==> src/rtl/fas_pkg.sv <==
// Package for the fit allocation search core: shared constants, codes and
// the command and status structs between controller and datapath.
// No dependencies.
package fas_pkg;

  // Default sizing of the block table.
  localparam int NumBlocksDef = 8;
  localparam int SizeWidthDef = 32;

  // Fixed field widths.
  localparam int IdxW   = 3;
  localparam int CountW = 4;
  localparam int ModeW  = 2;

  // Block count after reset.
  localparam logic [CountW-1:0] CountReset = 4'd8;

  // Operation codes of an input beat.
  typedef enum logic {
    OpLoad  = 1'b0,
    OpQuery = 1'b1
  } op_e;

  // Fit modes; the remaining code is reserved and never finds a block.
  typedef enum logic [ModeW-1:0] {
    FitFirst = 2'd0,
    FitBest  = 2'd1,
    FitWorst = 2'd2
  } fit_mode_e;

  // Controller states.
  typedef enum logic [1:0] {
    StIdle,
    StScan,
    StDrain,
    StReport
  } state_e;

  // Commands from the controller to the datapath.
  typedef struct packed {
    logic load;    // write the table entry of the accepted beat
    logic start;   // capture the query and clear the search result
    logic issue;   // read the next table entry
    logic report;  // move the search result into the output register
  } fas_cmd_t;

  // Status from the datapath to the controller.
  typedef struct packed {
    logic limit_zero;  // no entry is to be scanned
    logic scan_last;   // the entry being read is the last one
    logic out_busy;    // the output register holds a beat not yet taken
  } fas_status_t;

endpackage

==> src/rtl/fas_if.sv <==
// Channel interfaces of the fit allocation search core: request, response
// and configuration write. Depends on fas_pkg.
interface fas_req_if
  import fas_pkg::*;
#(
  parameter int SizeWidth = SizeWidthDef
);
  logic                 valid;
  logic                 ready;
  logic                 operation;
  logic [IdxW-1:0]      entry_index;
  logic [SizeWidth-1:0] entry_size;
  logic                 entry_free;
  logic [SizeWidth-1:0] request_size;
  logic [ModeW-1:0]     fit_mode;

  modport source (
    output valid, operation, entry_index, entry_size, entry_free, request_size, fit_mode,
    input  ready
  );
  modport sink (
    input  valid, operation, entry_index, entry_size, entry_free, request_size, fit_mode,
    output ready
  );
endinterface

interface fas_rsp_if
  import fas_pkg::*;
();
  logic            valid;
  logic            ready;
  logic            found;
  logic [IdxW-1:0] block_index;

  modport source (output valid, found, block_index, input ready);
  modport sink (input valid, found, block_index, output ready);
endinterface

interface fas_cfg_if
  import fas_pkg::*;
();
  logic              valid;
  logic              ready;
  logic [CountW-1:0] data;

  modport source (output valid, data, input ready);
  modport sink (input valid, data, output ready);
endinterface

==> src/rtl/fas_ctrl.sv <==
// Controller of the fit allocation search core: accepts beats and sequences
// the table scan and the report. Depends on fas_pkg.
module fas_ctrl
  import fas_pkg::*;
(
  input  logic        clk_i,
  input  logic        rst_ni,
  input  logic        req_valid_i,
  input  logic        req_operation_i,
  output logic        req_ready_o,
  input  fas_status_t status_i,
  output fas_cmd_t    cmd_o
);

  state_e state_q, state_d;

  // State register.
  always_ff @(posedge clk_i or negedge rst_ni) begin
    if (!rst_ni) begin
      state_q <= StIdle;
    end else begin
      state_q <= state_d;
    end
  end

  // Next state and commands.
  always_comb begin
    state_d     = state_q;
    cmd_o       = '0;
    req_ready_o = 1'b0;
    unique case (state_q)
      StIdle: begin
        req_ready_o = 1'b1;
        if (req_valid_i) begin
          if (req_operation_i == OpLoad) begin
            cmd_o.load = 1'b1;
          end else begin
            cmd_o.start = 1'b1;
            state_d     = status_i.limit_zero ? StReport : StScan;
          end
        end
      end
      StScan: begin
        cmd_o.issue = 1'b1;
        if (status_i.scan_last) begin
          state_d = StDrain;
        end
      end
      StDrain: begin
        // The last entry read is evaluated in this cycle.
        state_d = StReport;
      end
      StReport: begin
        if (!status_i.out_busy) begin
          cmd_o.report = 1'b1;
          state_d      = StIdle;
        end
      end
      default: begin
        state_d = StIdle;
      end
    endcase
  end

endmodule

==> src/rtl/fas_datapath.sv <==
// Datapath of the fit allocation search core: block table, block count,
// scan address, fit selection and output register. Depends on fas_pkg.
module fas_datapath
  import fas_pkg::*;
#(
  parameter int NumBlocks = NumBlocksDef,
  parameter int SizeWidth = SizeWidthDef
) (
  input  logic                 clk_i,
  input  logic                 rst_ni,
  // Request payload
  input  logic [IdxW-1:0]      entry_index_i,
  input  logic [SizeWidth-1:0] entry_size_i,
  input  logic                 entry_free_i,
  input  logic [SizeWidth-1:0] request_size_i,
  input  logic [ModeW-1:0]     fit_mode_i,
  // Configuration write
  input  logic                 cfg_valid_i,
  input  logic [CountW-1:0]    cfg_data_i,
  // Response
  input  logic                 rsp_ready_i,
  output logic                 rsp_valid_o,
  output logic                 rsp_found_o,
  output logic [IdxW-1:0]      rsp_block_index_o,
  // Controller link
  input  fas_cmd_t             cmd_i,
  output fas_status_t          status_o
);

  localparam int AddrW = (NumBlocks > 1) ? $clog2(NumBlocks) : 1;
  localparam int CapW  = $clog2(NumBlocks + 1);
  localparam int LimW  = (CapW > CountW) ? CapW : CountW;

  // Table storage: sizes in a memory, free marks in flip-flops cleared by reset.
  logic [SizeWidth-1:0] size_mem [NumBlocks];
  logic [NumBlocks-1:0] free_q;

  logic [CountW-1:0]    count_q;
  logic [LimW-1:0]      limit_d, limit_q, count_ext, addr_q;
  logic [SizeWidth-1:0] req_size_q;
  logic [ModeW-1:0]     mode_q;

  logic                 rd_vld_q, rd_free_q;
  logic [SizeWidth-1:0] rd_size_q;
  logic [IdxW-1:0]      rd_idx_q;

  logic                 have_q;
  logic [IdxW-1:0]      pick_q;
  logic [SizeWidth-1:0] best_q;

  logic                 rsp_valid_q, rsp_found_q;
  logic [IdxW-1:0]      rsp_index_q;

  logic                 load_in_table, qualify, better, mode_valid;
  logic [AddrW-1:0]     waddr, raddr;

  // Block count register; the user must write it only while the core is idle, the block does not enforce this.
  always_ff @(posedge clk_i or negedge rst_ni) begin
    if (!rst_ni) begin
      count_q <= CountReset;
    end else if (cfg_valid_i) begin
      count_q <= cfg_data_i;
    end
  end

  // Entries scanned: the block count saturated at the table depth.
  assign count_ext = LimW'(count_q);
  assign limit_d   = (count_ext > LimW'(NumBlocks)) ? LimW'(NumBlocks) : count_ext;

  assign load_in_table = (LimW'(entry_index_i) < LimW'(NumBlocks));
  assign waddr         = AddrW'(entry_index_i);
  assign raddr         = addr_q[AddrW-1:0];

  // Size memory: one write port for loads, one registered read port for the scan.
  always_ff @(posedge clk_i) begin
    if (cmd_i.load && load_in_table) begin
      size_mem[waddr] <= entry_size_i;
    end
    if (cmd_i.issue) begin
      rd_size_q <= size_mem[raddr];
      rd_free_q <= free_q[raddr];
      rd_idx_q  <= IdxW'(addr_q);
    end
  end

  // Free marks.
  always_ff @(posedge clk_i or negedge rst_ni) begin
    if (!rst_ni) begin
      free_q <= '0;
    end else if (cmd_i.load && load_in_table) begin
      free_q[waddr] <= entry_free_i;
    end
  end

  // Query capture and scan address.
  always_ff @(posedge clk_i or negedge rst_ni) begin
    if (!rst_ni) begin
      addr_q   <= '0;
      rd_vld_q <= 1'b0;
    end else begin
      rd_vld_q <= cmd_i.issue;
      if (cmd_i.start) begin
        addr_q <= '0;
      end else if (cmd_i.issue) begin
        addr_q <= addr_q + LimW'(1);
      end
    end
  end

  always_ff @(posedge clk_i) begin
    if (cmd_i.start) begin
      req_size_q <= request_size_i;
      mode_q     <= fit_mode_i;
      limit_q    <= limit_d;
    end
  end

  // Fit selection on the entry read in the previous cycle. First fit keeps
  // its first hit; best and worst fit replace only on a strict improvement,
  // so ties stay with the lowest index.
  assign mode_valid = (mode_q == FitFirst) || (mode_q == FitBest) || (mode_q == FitWorst);
  assign qualify    = rd_vld_q && rd_free_q && (rd_size_q >= req_size_q) && mode_valid;

  always_comb begin
    better = 1'b0;
    if (!have_q) begin
      better = 1'b1;
    end else if (mode_q == FitBest) begin
      better = (rd_size_q < best_q);
    end else if (mode_q == FitWorst) begin
      better = (rd_size_q > best_q);
    end
  end

  always_ff @(posedge clk_i or negedge rst_ni) begin
    if (!rst_ni) begin
      have_q <= 1'b0;
      pick_q <= '0;
    end else if (cmd_i.start) begin
      have_q <= 1'b0;
      pick_q <= '0;
    end else if (qualify && better) begin
      have_q <= 1'b1;
      pick_q <= rd_idx_q;
    end
  end

  always_ff @(posedge clk_i) begin
    if (qualify && better) begin
      best_q <= rd_size_q;
    end
  end

  // Output register; holds its beat until the sink takes it.
  always_ff @(posedge clk_i or negedge rst_ni) begin
    if (!rst_ni) begin
      rsp_valid_q <= 1'b0;
    end else if (cmd_i.report) begin
      rsp_valid_q <= 1'b1;
    end else if (rsp_ready_i) begin
      rsp_valid_q <= 1'b0;
    end
  end

  always_ff @(posedge clk_i) begin
    if (cmd_i.report) begin
      rsp_found_q <= have_q;
      rsp_index_q <= pick_q;
    end
  end

  assign rsp_valid_o       = rsp_valid_q;
  assign rsp_found_o       = rsp_found_q;
  assign rsp_block_index_o = rsp_index_q;

  // Status towards the controller.
  assign status_o.limit_zero = (limit_d == '0);
  assign status_o.scan_last  = (addr_q == (limit_q - LimW'(1)));
  assign status_o.out_busy   = rsp_valid_q && !rsp_ready_i;

endmodule

==> src/rtl/fit_allocation_search_core.sv <==
// Top level of the fit allocation search core: first, best and worst fit
// search over a table of block sizes. Depends on fas_pkg, fas_if, fas_ctrl
// and fas_datapath.
//
//   Channel  Direction  Beat carries
//   req_i    in         load (index, size, free mark) or query (request size, mode)
//   rsp_o    out        found flag and block index, one per query
//   cfg_i    in         block count
//
// Loads may follow one another in every cycle while no query is under way.
// A query passes through capture, a scan of min(block_count, NumBlocks)
// table entries, read one at a time through the single read port of the
// size memory, then drain and report before the next beat can be accepted.
// A block count of zero skips the scan and the drain.
// Reset clears all free marks and sets the block count to eight; no sweep.
// A result waiting in the output register does not hold up loads; a query
// that finishes while it still waits is held until the sink takes it.
module fit_allocation_search_core
  import fas_pkg::*;
#(
  parameter int NumBlocks = NumBlocksDef,
  parameter int SizeWidth = SizeWidthDef
) (
  input  logic      clk_i,
  input  logic      rst_ni,
  fas_req_if.sink   req_i,
  fas_rsp_if.source rsp_o,
  fas_cfg_if.sink   cfg_i
);

  fas_cmd_t    cmd;
  fas_status_t status;

  // Configuration writes are taken at once.
  assign cfg_i.ready = 1'b1;

  fas_ctrl u_ctrl (
    .clk_i           (clk_i),
    .rst_ni          (rst_ni),
    .req_valid_i     (req_i.valid),
    .req_operation_i (req_i.operation),
    .req_ready_o     (req_i.ready),
    .status_i        (status),
    .cmd_o           (cmd)
  );

  fas_datapath #(
    .NumBlocks (NumBlocks),
    .SizeWidth (SizeWidth)
  ) u_datapath (
    .clk_i             (clk_i),
    .rst_ni            (rst_ni),
    .entry_index_i     (req_i.entry_index),
    .entry_size_i      (req_i.entry_size),
    .entry_free_i      (req_i.entry_free),
    .request_size_i    (req_i.request_size),
    .fit_mode_i        (req_i.fit_mode),
    .cfg_valid_i       (cfg_i.valid),
    .cfg_data_i        (cfg_i.data),
    .rsp_ready_i       (rsp_o.ready),
    .rsp_valid_o       (rsp_o.valid),
    .rsp_found_o       (rsp_o.found),
    .rsp_block_index_o (rsp_o.block_index),
    .cmd_i             (cmd),
    .status_o          (status)
  );

endmodule

==> src/flat_wrapper.sv <==
// flat-port wrapper written by rule: the top's interface ports become plain ports
module fit_allocation_search_core_flat import fas_pkg::*;
#(
  parameter int NumBlocks = NumBlocksDef,
  parameter int SizeWidth = SizeWidthDef
)
  (clk_i, rst_ni, req_i_valid, req_i_operation, req_i_entry_index, req_i_entry_size, req_i_entry_free, req_i_request_size, req_i_fit_mode, req_i_ready, rsp_o_valid, rsp_o_found, rsp_o_block_index, rsp_o_ready, cfg_i_valid, cfg_i_data, cfg_i_ready);
  fas_req_if #(.SizeWidth(SizeWidth)) req_i_i ();
  fas_rsp_if rsp_o_i ();
  fas_cfg_if cfg_i_i ();
  input  logic clk_i;
  input  logic rst_ni;
  input wire logic [$bits(req_i_i.valid)-1:0] req_i_valid;
  input wire logic [$bits(req_i_i.operation)-1:0] req_i_operation;
  input wire logic [$bits(req_i_i.entry_index)-1:0] req_i_entry_index;
  input wire logic [$bits(req_i_i.entry_size)-1:0] req_i_entry_size;
  input wire logic [$bits(req_i_i.entry_free)-1:0] req_i_entry_free;
  input wire logic [$bits(req_i_i.request_size)-1:0] req_i_request_size;
  input wire logic [$bits(req_i_i.fit_mode)-1:0] req_i_fit_mode;
  output wire logic [$bits(req_i_i.ready)-1:0] req_i_ready;
  output wire logic [$bits(rsp_o_i.valid)-1:0] rsp_o_valid;
  output wire logic [$bits(rsp_o_i.found)-1:0] rsp_o_found;
  output wire logic [$bits(rsp_o_i.block_index)-1:0] rsp_o_block_index;
  input wire logic [$bits(rsp_o_i.ready)-1:0] rsp_o_ready;
  input wire logic [$bits(cfg_i_i.valid)-1:0] cfg_i_valid;
  input wire logic [$bits(cfg_i_i.data)-1:0] cfg_i_data;
  output wire logic [$bits(cfg_i_i.ready)-1:0] cfg_i_ready;
  assign req_i_i.valid = req_i_valid;
  assign req_i_i.operation = req_i_operation;
  assign req_i_i.entry_index = req_i_entry_index;
  assign req_i_i.entry_size = req_i_entry_size;
  assign req_i_i.entry_free = req_i_entry_free;
  assign req_i_i.request_size = req_i_request_size;
  assign req_i_i.fit_mode = req_i_fit_mode;
  assign req_i_ready = req_i_i.ready;
  assign rsp_o_valid = rsp_o_i.valid;
  assign rsp_o_found = rsp_o_i.found;
  assign rsp_o_block_index = rsp_o_i.block_index;
  assign rsp_o_i.ready = rsp_o_ready;
  assign cfg_i_i.valid = cfg_i_valid;
  assign cfg_i_i.data = cfg_i_data;
  assign cfg_i_ready = cfg_i_i.ready;
  fit_allocation_search_core #(.NumBlocks(NumBlocks), .SizeWidth(SizeWidth)) u_core (.clk_i(clk_i), .rst_ni(rst_ni), .req_i(req_i_i), .rsp_o(rsp_o_i), .cfg_i(cfg_i_i));
endmodule
==> config.mk <==
export PLATFORM = sky130hd
export DESIGN_NAME = fit_allocation_search_core_flat
export DESIGN_NICKNAME = d
export VERILOG_FILES = /design/src/rtl/fas_pkg.sv /design/src/rtl/fas_if.sv /design/src/rtl/fas_ctrl.sv /design/src/rtl/fas_datapath.sv /design/src/rtl/fit_allocation_search_core.sv /design/src/flat_wrapper.sv
export SDC_FILE = /design/constraint.sdc
export NUM_CORES = 1
export LEC_CHECK = 0
export BUFFER_PORTS_ARGS = -buffer_cell sky130_fd_sc_hd__clkbuf_2
export CAP_MARGIN = 20
export CORE_UTILIZATION = 61
export CTS_CLUSTER_SIZE = 25
export DETAILED_ROUTE_END_ITERATION = 10
export PLACE_DENSITY = 0.87
export SLEW_MARGIN = 5
export SYNTH_ARGS = -nofsm -noshare
export SYNTH_HDL_FRONTEND = slang
export SYNTH_SLANG_ARGS = --single-unit
==> constraint.sdc <==
create_clock -name clk_i -period 5.6 [get_ports clk_i]
set_clock_uncertainty 0.1 [all_clocks]
set_input_delay 0.84 -clock clk_i [delete_from_list [all_inputs] [get_ports clk_i]]
set_output_delay 0.84 -clock clk_i [all_outputs]
set_load 0.03 [all_outputs]
# Yosys cells after proc, flatten, opt, wreduce, memory -nomap -nowiden
# Memory sizes are Yosys's and may differ from the RTL's. A register that Yosys moved wholly into a read port is not among the register bits.
# Cells that the tools add are included.
# word_totals
memories	1
ff_bits	102
mem_bits_rw	256
inputBits	80
# classes
n_eq_ne	10
n_reduce_logical	16
magnitude_cmp	7
mux	33
n_addsub	2
# mem_list
memory	words	width	rd	rd_clocked_by_memory_dff	write_ports	line_no	source
u_core.u_datapath.size_mem	8	32	1	1	1	fas_datapath.sv:35	logic [SizeWidth-1:0] size_mem [NumBlocks];
# op_table
cell	n
$ge 32x32->1	1
$gt 32x32->1	1
$lt 32x32->1	1
$mux 1	17
$mux 2	7
$mux 4	3
$bwmux 8	1
$lt 3x4->1 const B	2
$pmux 2 s4	1
$eq 2x2->1 const B	3
$logic_and 1x1->1	6
$mux 3	2
$ne 2x2->1 const B	3
$reduce_bool 2->1	3
$add 4x1->4 const B	1
$eq 2x1->1 const B	2
$eq 4x4->1	1
$gt 4x4->1 const B	1
$logic_not 2->1	2
$logic_not 4->1	1
$reduce_and 4->1	1
$sub 4x1->4 const B	1
$bmux 1 s3	1
$demux 1 s3	1
4 further kinds	5

# Logic depth before layout (Yosys ltp)
# Gate-level depths: netlist (run 1).
# logic_depth
word_depth	7
ltp_mapped	10
ltp_nobuf	10

# Modules after synthesis
# A second synthesis (run 1) with hierarchy kept.
# hier_totals
hier_cells	832
hier_area_um2	15838.9
# modules_own_cells
mod	cells_per_inst	area_each_um2	seq_area_each_um2	n_inst
fas_datapath	805	15616.2	11542.3	1
fas_ctrl	25	211.5	50.0	1
fit_allocation_search_core	2	11.3	0.0	1

# Worst setup path before layout (run 1)
# Ideal clock, no wire load.
# synth_timing
path_type	register to register
start	register u_core.u_ctrl.state_q[0]
end	register u_core.u_datapath.free_q[0]
setup_slack_ns	1.247
t_required_ns	5.375
path_stages_with_launch	7
t_arrival_ns	4.128
n_path_buf	0
cell_sequence	dfrtp_1 inv_1 ha_1 nand2_1 or3_1 nor3_1 mux2_2
# synth_between
elab_chain_cells	2
# synth_rtl
element	line_no	source
from (decl)	fas_ctrl.sv:15	state_e state_q, state_d;
from (signal assigned)	fas_ctrl.sv:20	state_q <= StIdle;
from (signal assigned)	fas_ctrl.sv:22	state_q <= state_d;
$logic_not 2->1	fas_ctrl.sv:31	unique case (state_q)
$mux 2	fas_ctrl.sv:31	
to (signal, indexed assignment)	fas_datapath.sv:91	free_q[waddr] <= entry_free_i;
to (decl)	fas_datapath.sv:36	logic [NumBlocks-1:0] free_q;
# No other way between the ends.
# A chain may end at the register's enable or synchronous reset.

# Final worst setup path (run 1)
# layout_timing
start	register u_core.u_datapath.rd_size_q[11] (read register of u_core.u_datapath.size_mem)
end	register u_core.u_datapath.best_q[30] (enable)
# layout_between
elab_chain_cells	5
word_cells_on_any_way	9
classes_between	order compare: 3; mux: 3; reduce/logical: 3
# layout_rtl
element	line_no	source
from (decl)	fas_datapath.sv:44	logic [SizeWidth-1:0] rd_size_q;
$gt 32x32->1	fas_datapath.sv:131	better = (rd_size_q > best_q);
$mux 1	fas_datapath.sv:130	end else if (mode_q == FitWorst) begin
$mux 1	fas_datapath.sv:128	end else if (mode_q == FitBest) begin
$mux 1	fas_datapath.sv:126	if (!have_q) begin
$logic_and 1x1->1 *	fas_datapath.sv:149	if (qualify && better) begin
to (signal assigned)	fas_datapath.sv:150	best_q <= rd_size_q;
to (decl)	fas_datapath.sv:49	logic [SizeWidth-1:0] best_q;
# Every way passes the cells marked *; elsewhere a longest branch is shown, timed or not.

==> results of run 1 <==
## layout make-up
class	instances	area [um2]	area share
sequential	390	11600	0.645
multi-input combinational	342	3910	0.217
clock buffer	52	1100	0.0610
timing repair buffer	99	556	0.0309
tap	330	413	0.0230
inverter	71	267	0.0148
clock inverter	16	150	0.00835
## power groups by stage
stage	clock (mW)	sequential, mW	combinational, mW
final	2.55	4.02	2.06
after CTS	2.57	4.03	2.04
after detailed placement	0	4.08	1.94
after global routing	2.68	4.07	2.23
after floorplan	0	3.86	1.56
after global placement	0	4.05	1.87
## synth_stat cells, types with 2 or more instances
| master | count |
|---|---|
| a21oi_1 | 29 |
| a221oi_1 | 2 |
| buf_1 | 4 |
| buf_2 | 5 |
| clkbuf_1 | 13 |
| dfrtp_1 | 23 |
| edfxtp_1 | 366 |
| ha_1 | 70 |
| inv_1 | 71 |
| mux2_2 | 45 |
| mux2i_1 | 5 |
| mux4_2 | 66 |
| nand2_1 | 27 |
| nand2b_1 | 5 |
| nand3_1 | 8 |
| nand4_1 | 11 |
| nor2_1 | 17 |
| nor2b_1 | 4 |
| nor3_1 | 5 |
| nor4_1 | 2 |
| o211ai_1 | 3 |
| o21ai_0 | 8 |
| xnor2_1 | 7 |
| xor2_1 | 2 |
## routing by layer
metal	global-route usage	wire length, um	up-vias	part of all wire
met5	0	17	-	0.00052
met4	0.119	1330	2	0.041
met3	0.0517	2550	101	0.078
met2	0.428	16500	407	0.50
met1	0.323	12300	4099	0.38
li1	-	-	3487	-
## stage by stage
stage               instances  area, um2  total power [mW]  utilization  setup WS [ns]
global placement         1230      16700              5.92        0.659           2.23
detailed placement       1230      16700              6.02        0.659           2.12
CTS                      1298      17900              8.64        0.709           1.97
floorplan                 826      15800              5.42            -           1.25
global route             1300      18000              8.98        0.710           1.86
finish                   1300      18000              8.64        0.710           1.95
## worst max-delay path: stages (launching register included)
cell	delay, ns
edfxtp_1	0.43
ha_1	0.37
nand4_1	0.21
or4_4	0.62
a21oi_2	0.15
o31ai_2	0.09
a211oi_2	0.32
o31ai_4	0.15
inv_1	0.44
buf_4	0.41
## sequential cells by signal (all words and copies together), names as in the netlist, 2 cells and up
register and cells:
u_core.u_ctrl.state_q 2, u_core.u_datapath.addr_q 4, u_core.u_datapath.best_q 32, u_core.u_datapath.count_ext 4, u_core.u_datapath.free_q 8, u_core.u_datapath.limit_q 4, u_core.u_datapath.mode_q 2, u_core.u_datapath.pick_q 3
u_core.u_datapath.rd_idx_q 3, u_core.u_datapath.rd_size_q 32, u_core.u_datapath.req_size_q 32, u_core.u_datapath.rsp_block_index_o 3, u_core.u_datapath.size_mem 256
## cell families after synthesis
family                   count (synthesis)
AND/OR/NAND/NOR                         88
flip-flops                             390
adder cells (fa/ha/maj)                 70
AO/OA/AOI/OAI                           58
buffers and inverters                   94
XOR/XNOR                                 9
other                                    1
multiplexers                           116
## worst min-delay path by stage
stage                                         startpoint                              to  slack [ns]  depth (start not counted)
after global placement    u_core.u_datapath.rd_size_q[0]     u_core.u_datapath.best_q[0]        0.34                          0
after CTS                                         rst_ni  u_core.u_datapath.count_ext[1]        0.25                          1
final                                             rst_ni  u_core.u_datapath.count_ext[1]        0.23                          1
after global routing                              rst_ni  u_core.u_datapath.count_ext[1]        0.28                          1
after floorplan              u_core.u_datapath.addr_q[2]   u_core.u_datapath.rd_idx_q[2]        0.32                          0
after detailed placement  u_core.u_datapath.rd_size_q[0]     u_core.u_datapath.best_q[0]        0.38                          0
==> metrics.cfg, run 1 <==
[yosys]
ys_types=52
yosys-mux-area-fraction=0.129
synth_compound_area_frac=0.0243
ys_ff_latch=390
synth_edf_count=366
ys.warnings.count=0
synth-adder-area-share=0.0554
synth_area_per_cell_um2=19.1
synthTopCellsByArea=edfxtp_1 70%, mux4_2 9.4%, ha_1 5.5%
syn_nets=976
synth_area_um2=15800
synth-xor-area-share=0.00499
synthSimpleGateAreaFrac=0.0291
ys_seq_area_frac=0.734
synth-async-reset-ratio=0.0615
yosys.area.top_type=edfxtp_1
synth_cells=826
synth_top_family_by_area=multiplexers
yosys.area.top_type_share=0.696
ys.flop_type=edfxtp_1

[routing]
vias=8096
drcViolationCount=0
postRouteWirelength_mm=32.7
avgViaCountPerCell=6.23
drtIter0Drc=705
dr.pass1.iters=7
antenna_left=0
routedWlPerCell_um=25.2

[setup_path]
reg2reg_slack_ns=1.95
startpoint=u_core.u_datapath.rd_size_q[11]
crit_type=register to register
end_kind=register
reg2regPathDepth=9
crit_fanout=21
critPathRequiredTime_ns=5.69
start_kind=register
r2r_end=u_core.u_datapath.best_q[30]
arrival_ns=3.74
timing.rr.start=u_core.u_datapath.rd_size_q[11]
cp-endpoint=u_core.u_datapath.best_q[30]

[die]
die_h_um=163
num_rows=58
coreArea_um2=25300
die-area_um2=26600
ioPinCount=87
initial_utilization=0.624
dieWidth_um=163

[pwr]
seq_power_share=0.466
p_per_area_nw_per_um2=480
pwr-share-clk=0.296
intPower_mw=6.17
swShare=0.285
switchingPower_mw=2.46
p_leak_nw=6.52
ir_drop_v=0.000275
power_frac_comb=0.239

[clocking]
cts_buffers=39
h-tree-depth=2
clk-insertion-delay-late_ns=0.53
postCtsSetupRepairBufs=0
holdBufCountCts=0
clock_sinks=390
cts_resized=0
clockBufferDepth=3
cts-root-buf=clkbuf_16
clkTransAtPathRegs_ns=0.06
cts_tree=built

[timing]
fin_crit_sh=0.652
hold_slack_ns=0.235
rsz0062_at_grt=no
tightest_slew_ns=1.03
slew_viol_final=0
slew_headroom=0.313
final.setup.tns_ns=0
hold_viol_final=0
setup_viol=0
fmax_mhz=274
finalCriticalPeriod_ns=3.65

[global_route]
antenna_found_initial=2
grt_pass1_vias=8433
grt_use_total=0.256
grt_overflow=0
grt_max_degree=53
grt_pass1_wl_mm=48.9

[run]
maxCapViolCount=0

[finish]
antenna_cells=0
final_cell_mix=366 x edfxtp_1, 85 x clkbuf_2, 71 x inv_1
drive_above_1_share=0.296
nNetsFinal=1093
final_common_cell=edfxtp_1
fill_cells=1411
syn_to_final_growth_pct=13.8

[place]
dp_hpwl_mm=18.2
place.gp.congestion=0.838
portBuffers=85

[worst_hold_path]
hold_class=primary input to async pin

[outcome]
outcome=finished, final reports clean

Note: power is estimated with default switching activity, not from simulation.
==> run 2: changes to the inputs <==
--- a/config.mk
+++ b/config.mk
@@ -5,12 +5,13 @@
 export SDC_FILE = /design/constraint.sdc
 export NUM_CORES = 1
 export LEC_CHECK = 0
+export ABC_AREA = 1
 export BUFFER_PORTS_ARGS = -buffer_cell sky130_fd_sc_hd__clkbuf_2
 export CAP_MARGIN = 20
-export CORE_UTILIZATION = 61
+export CORE_UTILIZATION = 55
 export CTS_CLUSTER_SIZE = 25
 export DETAILED_ROUTE_END_ITERATION = 10
-export PLACE_DENSITY = 0.87
+export PLACE_DENSITY = 0.83
 export SLEW_MARGIN = 5
 export SYNTH_ARGS = -nofsm -noshare
 export SYNTH_HDL_FRONTEND = slang
==> constraint.sdc (replaced) <==
create_clock -name clk_i -period 3.05 [get_ports clk_i]
set_clock_uncertainty 0.1 [all_clocks]
set_input_delay 0.4575 -clock clk_i [delete_from_list [all_inputs] [get_ports clk_i]]
set_output_delay 0.4575 -clock clk_i [all_outputs]
set_load 0.03 [all_outputs]
==> run 2 against run 1 <==
Against the previous run:
- routed wire length is 3.0% higher
- combinational power up 130%
- die area grew 13%
- sequential power increased by 79%
==> metrics.cfg, run 2 <==
[pwr]
switchingPower_mw=5.61  ; was 2.46 mW
p_per_area_nw_per_um2=896  ; was 480 nW/um2
power_frac_comb=0.291  ; was 0.239
swShare=0.338  ; was 0.285
seq_power_share=0.434  ; was 0.466
p_leak_nw=6.97  ; was 6.52 nW
pwr-share-clk=0.275  ; was 0.296
intPower_mw=11.0  ; was 6.17 mW
ir_drop_v=0.000483  ; was 0.000275 V
total_power_mw=16.6  ; was 8.64 mW

[yosys]
syn_nets=1426  ; was 976
ys.warnings.count=0  ; unchanged
ys_types=38  ; was 52
synth-async-reset-ratio=0.0615  ; unchanged
synth.most_common_cell=edfxtp_1  ; unchanged
synthTopCellsByCount=366 x edfxtp_1, 258 x nor2_1, 138 x o21ai_0  ; was 366 x edfxtp_1, 71 x inv_1, 70 x ha_1
synthTopCellsByArea=edfxtp_1 68%, nor2_1 6.0%, ha_1 5.4%  ; was edfxtp_1 70%, mux4_2 9.4%, ha_1 5.5%
ys_ff_latch=390  ; unchanged
synth_edf_count=366  ; unchanged
ys.flop_type=edfxtp_1  ; unchanged
yosys.area.top_type_share=0.682  ; was 0.696
synth_area_um2=16100  ; was 15800 um2
yosys.area.top_type=edfxtp_1  ; unchanged
synth_cells=1276  ; was 826
synth_area_per_cell_um2=12.6  ; was 19.1 um2
ys_seq_area_frac=0.719  ; was 0.734

[setup_path]
critPathRequiredTime_ns=3.16  ; was 5.69 ns
arrival_ns=2.64  ; was 3.74 ns
crit_type=register to register  ; unchanged
end_kind=register  ; unchanged
start_kind=register  ; unchanged
crit_fanout=16  ; was 21

[timing]
fin_crit_sh=0.830  ; was 0.652
tightest_slew_ns=0.725  ; was 1.03 ns
slew_headroom=0.517  ; was 0.313
slew_viol_final=0  ; unchanged
final.setup.tns_ns=0  ; unchanged
hold_viol_final=0  ; unchanged
setup_viol=0  ; unchanged
fin_ws_ns=0.518  ; was 1.95 ns
rsz0062_at_grt=no  ; unchanged
hold_slack_ns=0.0150  ; was 0.235 ns
fmax_mhz=395  ; was 274 MHz
finalCriticalPeriod_ns=2.53  ; was 3.65 ns

[routing]
avgViaCountPerCell=5.65  ; was 6.23
drtIter0Drc=1146  ; was 705
postRouteWirelength_mm=33.7  ; was 32.7 mm
antenna_left=0  ; unchanged
dr.pass1.iters=5  ; was 7
routedWlPerCell_um=18.7  ; was 25.2 um
drcViolationCount=0  ; unchanged
vias=10184  ; was 8096

[finish]
largest_reg_flops=256  ; unchanged
syn_to_final_growth_pct=15.0  ; was 13.8%
finalCoreUtilization=0.645  ; was 0.710
drive_above_1_share=0.131  ; was 0.296
top_register=u_core.u_datapath.size_mem  ; unchanged
final_cell_mix=366 x edfxtp_1, 250 x nor2_1, 138 x o21ai_0  ; was 366 x edfxtp_1, 85 x clkbuf_2, 71 x inv_1
finalNonFillerCells=1801  ; was 1300
final_common_cell=edfxtp_1  ; unchanged
design_area_um2=18500  ; was 18000 um2
nNetsFinal=1534  ; was 1093

[clocking]
clock_sinks=390  ; unchanged
holdBufCountCts=9  ; was 0
clkTransAtPathRegs_ns=0.06  ; about the same
cts_buffers=39  ; unchanged
cts-root-buf=clkbuf_16  ; unchanged
cts_resized=0  ; unchanged
clk-insertion-delay-late_ns=0.53  ; about the same
postCtsSetupRepairBufs=0  ; unchanged
h-tree-depth=2  ; unchanged
cts_tree=built  ; unchanged
clockBufferDepth=3  ; unchanged

[die]
die-area_um2=30000  ; was 26600 um2
ioPinCount=87  ; unchanged
die_h_um=173  ; was 163 um
num_rows=62  ; was 58
dieWidth_um=173  ; was 163 um
coreArea_um2=28800  ; was 25300 um2
initial_utilization=0.560  ; was 0.624

[worst_hold_path]
hold_class=primary input to register  ; was primary input to async pin

[place]
dp_hpwl_mm=20.6  ; was 18.2 mm
place_area_um2=17200  ; was 16700 um2
place_inst=1717  ; was 1230
pre_cts_slack_ns=0.552  ; was 2.12 ns
portBuffers=85  ; unchanged
place.gp.congestion=0.854  ; was 0.838

[global_route]
grt_pass1_wl_mm=53.6  ; was 48.9 mm
grt_max_degree=85  ; was 53
grt_overflow=0  ; unchanged
antenna_found_initial=3  ; was 2
grt_use_total=0.229  ; was 0.256
grt_pass1_vias=10466  ; was 8433

[outcome]
outcome=finished, final reports clean  ; unchanged

[run]
maxCapViolCount=0  ; unchanged

## run 2: cell types whose count changed in the layout (fill, tap and decap cells not counted), sizes merged, moves of 32 or more
cell,before,now
nor2,17,259
inv,71,111
o21ai,8,150
mux2,45,1
mux4,66,0
o22ai,0,32
a31oi,0,34
nand2,27,90
## run 2: layout make-up
class                      count  area (um2)
sequential                   390       11600
fill                        1970       10200
multi-input combinational    724        3960
clock buffer                  54        1070
timing repair buffer         119         868
tap                          384         480
inverter                     110         415
clock inverter                18         153
antenna                        2        5.00
## run 2: path summary, 6_finish.rpt
check                                                startpoint                               end  slack (ns)  cells past startpoint
worst max-delay path            u_core.u_datapath.rd_size_q[31]       u_core.u_datapath.best_q[1]        0.52                     12
worst max register to register  u_core.u_datapath.rd_size_q[31]       u_core.u_datapath.best_q[1]        0.52                     12
worst min-delay path                     req_i_request_size[10]  u_core.u_datapath.req_size_q[10]        0.02                      1
worst min register to register   u_core.u_datapath.rd_size_q[0]       u_core.u_datapath.best_q[0]        0.39                      0
max in group asynchronous                                rst_ni       u_core.u_datapath.addr_q[0]        1.88                      2
min in group asynchronous                                rst_ni       u_core.u_datapath.free_q[0]        0.43                      2
## run 2: worst max-delay path: stages, from the launching register on
cell,delay (ns)
edfxtp_1,0.42
ha_1,0.32
nand2_1,0.09
nor2_1,0.17
nand2_1,0.11
nor3b_2,0.23
nand2_1,0.10
nand2_1,0.07
nand2_1,0.06
nand3_2,0.09
nand2_2,0.09
inv_1,0.09
buf_4,0.26
## run 2: power groups by stage
stage               clock network (mW)  logic, mW  registers (mW)
finish                            4.56       4.84            7.21
global route                      4.84       5.41            7.27
CTS                               4.61       4.79            7.20
detailed placement                   0       4.72            7.30
global placement                     0       4.46            7.25
floorplan                            0       3.24            7.13
## run 2: logic make-up after synthesis
family	count (synthesis)	synth area share
xor+xnor	4	0.00217
simple gates	381	0.0940
buf+inv	162	0.0401
fa+ha+maj	70	0.0543
flops	390	0.719
compound gates	267	0.0896
mux	1	0.000698
other cells	1	0.000233
## run 2: per-layer routing
| metal | vias up | part of all wire | GRT usage |
|---|---|---|---|
| met1 | 4895 | 0.41 | 0.301 |
| met5 | - | 0.00050 | 0 |
| met3 | 94 | 0.075 | 0.0386 |
| met4 | 2 | 0.030 | 0.0922 |
| met2 | 440 | 0.48 | 0.384 |
| li1 | 4753 | - | - |
==> run 3: changes to the inputs <==
--- a/config.mk
+++ b/config.mk
@@ -8,10 +8,10 @@
 export ABC_AREA = 1
 export BUFFER_PORTS_ARGS = -buffer_cell sky130_fd_sc_hd__clkbuf_2
 export CAP_MARGIN = 20
-export CORE_UTILIZATION = 55
+export CORE_UTILIZATION = 61
 export CTS_CLUSTER_SIZE = 25
 export DETAILED_ROUTE_END_ITERATION = 10
-export PLACE_DENSITY = 0.83
+export PLACE_DENSITY = 0.87
 export SLEW_MARGIN = 5
 export SYNTH_ARGS = -nofsm -noshare
 export SYNTH_HDL_FRONTEND = slang
==> constraint.sdc (replaced) <==
create_clock -name clk_i -period 2.6 [get_ports clk_i]
set_clock_uncertainty 0.1 [all_clocks]
set_input_delay 0.39 -clock clk_i [delete_from_list [all_inputs] [get_ports clk_i]]
set_output_delay 0.39 -clock clk_i [all_outputs]
set_load 0.03 [all_outputs]
==> run 3 against run 2 <==
Against the previous run:
- sequential power rose by 16%
- sequential share of layout area decreased by 0.64 points
- critical path depth down 2
- first-iteration DRC count rose by 5.9%
- worst hold slack got worse by 0.012 ns
- fmax up 1.6%
- cell area is 1.0% higher
- global-route usage grew 3.4 points
- register-to-register slack lost 0.41 ns
- critical endpoint is now u_core.u_datapath.best_q[9]
- largest cell class unchanged
- largest power group unchanged
==> metrics.cfg, run 3 (synthesized netlist as in run 2, its figures left out) <==
[finish]
nNetsFinal=1562  ; was 1534
syn_to_final_growth_pct=16.2  ; was 15.0%
finalCoreUtilization=0.721  ; was 0.645
finalNonFillerCells=1775  ; was 1801
design_area_um2=18700  ; was 18500 um2
top_register=u_core.u_datapath.size_mem  ; unchanged
final_common_cell=edfxtp_1  ; unchanged
final_cell_mix=366 x edfxtp_1, 249 x nor2_1, 138 x o21ai_0  ; was 366 x edfxtp_1, 250 x nor2_1, 138 x o21ai_0
largest_reg_flops=256  ; unchanged
drive_above_1_share=0.132  ; was 0.131

[routing]
avgViaCountPerCell=5.89  ; was 5.65
vias=10452  ; was 10184
routedWlPerCell_um=19.9  ; was 18.7 um
drtIter0Drc=1214  ; was 1146
dr.pass1.iters=6  ; was 5
drcViolationCount=0  ; unchanged
antenna_left=0  ; unchanged
postRouteWirelength_mm=35.3  ; was 33.7 mm

[timing]
fin_crit_sh=0.958  ; was 0.830
slew_viol_final=0  ; unchanged
tightest_slew_ns=0.707  ; was 0.725 ns
setup_viol=0  ; unchanged
fmax_mhz=401  ; was 395 MHz
finalCriticalPeriod_ns=2.49  ; was 2.53 ns
hold_viol_final=0  ; unchanged
final.setup.tns_ns=0  ; unchanged
slew_headroom=0.529  ; was 0.517
rsz0062_at_grt=no  ; unchanged

[clocking]
clock_sinks=390  ; unchanged
clk-insertion-delay-late_ns=0.53  ; about the same
cts-root-buf=clkbuf_16  ; unchanged
clkTransAtPathRegs_ns=0.06  ; about the same
cts_tree=built  ; unchanged
cts_buffers=38  ; was 39
h-tree-depth=2  ; unchanged
clockBufferDepth=3  ; unchanged

[setup_path]
crit_type=register to register  ; unchanged
r2r_end=u_core.u_datapath.best_q[9]  ; was u_core.u_datapath.best_q[1]
arrival_ns=2.61  ; was 2.64 ns
critPathRequiredTime_ns=2.72  ; was 3.16 ns
reg2reg_slack_ns=0.11  ; was 0.52 ns
reg2regPathDepth=10  ; was 12
start_kind=register  ; unchanged
end_kind=register  ; unchanged
timing.rr.start=u_core.u_datapath.rd_size_q[31]  ; unchanged
crit_fanout=16  ; unchanged

[die]
num_rows=59  ; was 62
initial_utilization=0.621  ; was 0.560
die_h_um=165  ; was 173 um
die-area_um2=27100  ; was 30000 um2
ioPinCount=87  ; unchanged
dieWidth_um=165  ; was 173 um
coreArea_um2=26000  ; was 28800 um2

[place]
place_inst=1668  ; was 1717
portBuffers=85  ; unchanged
dp_hpwl_mm=20.4  ; was 20.6 mm
place_area_um2=17200  ; about the same
place.gp.congestion=0.855  ; was 0.854

[global_route]
grt_overflow=0  ; unchanged
grt_pass1_vias=10665  ; was 10466
antenna_found_initial=4  ; was 3
grt_pass1_wl_mm=53.8  ; was 53.6 mm
grt_use_total=0.263  ; was 0.229
grt_max_degree=138  ; was 85

[pwr]
p_per_area_nw_per_um2=1040  ; was 896 nW/um2
p_leak_nw=7.06  ; was 6.97 nW
ir_drop_v=0.000848  ; was 0.000483 V

[outcome]
outcome=finished, final reports clean  ; unchanged

[worst_hold_path]
hold_path_end=u_core.u_datapath.count_ext[3]  ; was u_core.u_datapath.req_size_q[10]
hold_start=cfg_i_data[3]  ; was req_i_request_size[10]
min_path_cells=2  ; was 1
hold_class=primary input to register  ; unchanged

[run]
maxCapViolCount=0  ; unchanged

==> run 3: metal layers <==
metal,vias to the layer above,track usage,wire (um)
li1,4801,-,-
met2,560,0.466,17900
met1,4968,0.314,13200
met3,121,0.0492,2810
met5,-,0,11
met4,2,0.112,1330
==> run 3: worst max-delay path by stage <==
stage,start,end,slack (ns),depth (start not counted)
4_1_cts,u_core.u_datapath.rd_size_q[30],u_core.u_datapath.best_q[8],0.05,10
3_5_place_dp,u_core.u_datapath.rd_size_q[0],u_core.u_datapath.best_q[21],0.14,15
6_report,u_core.u_datapath.rd_size_q[31],u_core.u_datapath.best_q[9],0.11,10
2_1_floorplan,u_core.u_ctrl.state_q[0],u_core.u_datapath.size_mem[0][0],-0.11,6
3_3_place_gp,u_core.u_datapath.rd_size_q[3],u_core.u_datapath.best_q[21],0.22,14
5_1_grt,u_core.u_datapath.rd_size_q[3],u_core.u_datapath.best_q[17],0.004,14
==> run 3: what timing repair did <==
| item | in CTS | in global routing |
|---|---|---|
| buffers inserted | 0 | 2 |
| setup endpoints to repair | 0 | 32 |
| hold endpoints to repair | 59 | 0 |
| hold buffers | 37 | 0 |
| resized for setup | 0 | 2 |
==> run 3: critical path, cell delays in order (launching register included) <==
cell and delay, ns:
edfxtp_1 0.42, ha_1 0.34, nand2_1 0.11, nor2_2 0.16, nand4_1 0.14, nor4_2 0.18, nand2_1 0.13, a21oi_4 0.23
nand2_4 0.09, clkinvlp_4 0.12, buf_12 0.16
==> run 3: report_power, final <==
group	total (mW)	switching [mW]	internal, mW	leakage, nW
clock network	5.16	2.22	2.94	0.571
registers	8.39	0.469	7.92	3.61
logic	5.86	3.94	1.92	2.88
total	19.4	6.62	12.8	7.06
==> run 3: area by class of cell <==
| cell class | instances | area (um2) |
|---|---|---|
| diodes | 3 | 7.51 |
| inverters | 110 | 419 |
| multi-input cells | 724 | 3970 |
| flip-flops and latches | 390 | 11600 |
| fillers | 1498 | 7240 |
| clock inverters | 15 | 119 |
| clock buffers | 50 | 1050 |
| well taps | 335 | 419 |
| repair buffers | 148 | 1170 |
==> run 3: stage by stage <==
stage          worst slack, ns  hold WS, ns  total power [mW]
2_1_floorplan           -0.108     -0.00559              12.2
3_3_place_gp             0.223        0.350              13.6
3_5_place_dp             0.137        0.368              14.1
4_1_cts                 0.0476     0.000617              19.3
5_1_grt                0.00360      0.00216              20.3
6_report                 0.109      0.00281              19.4
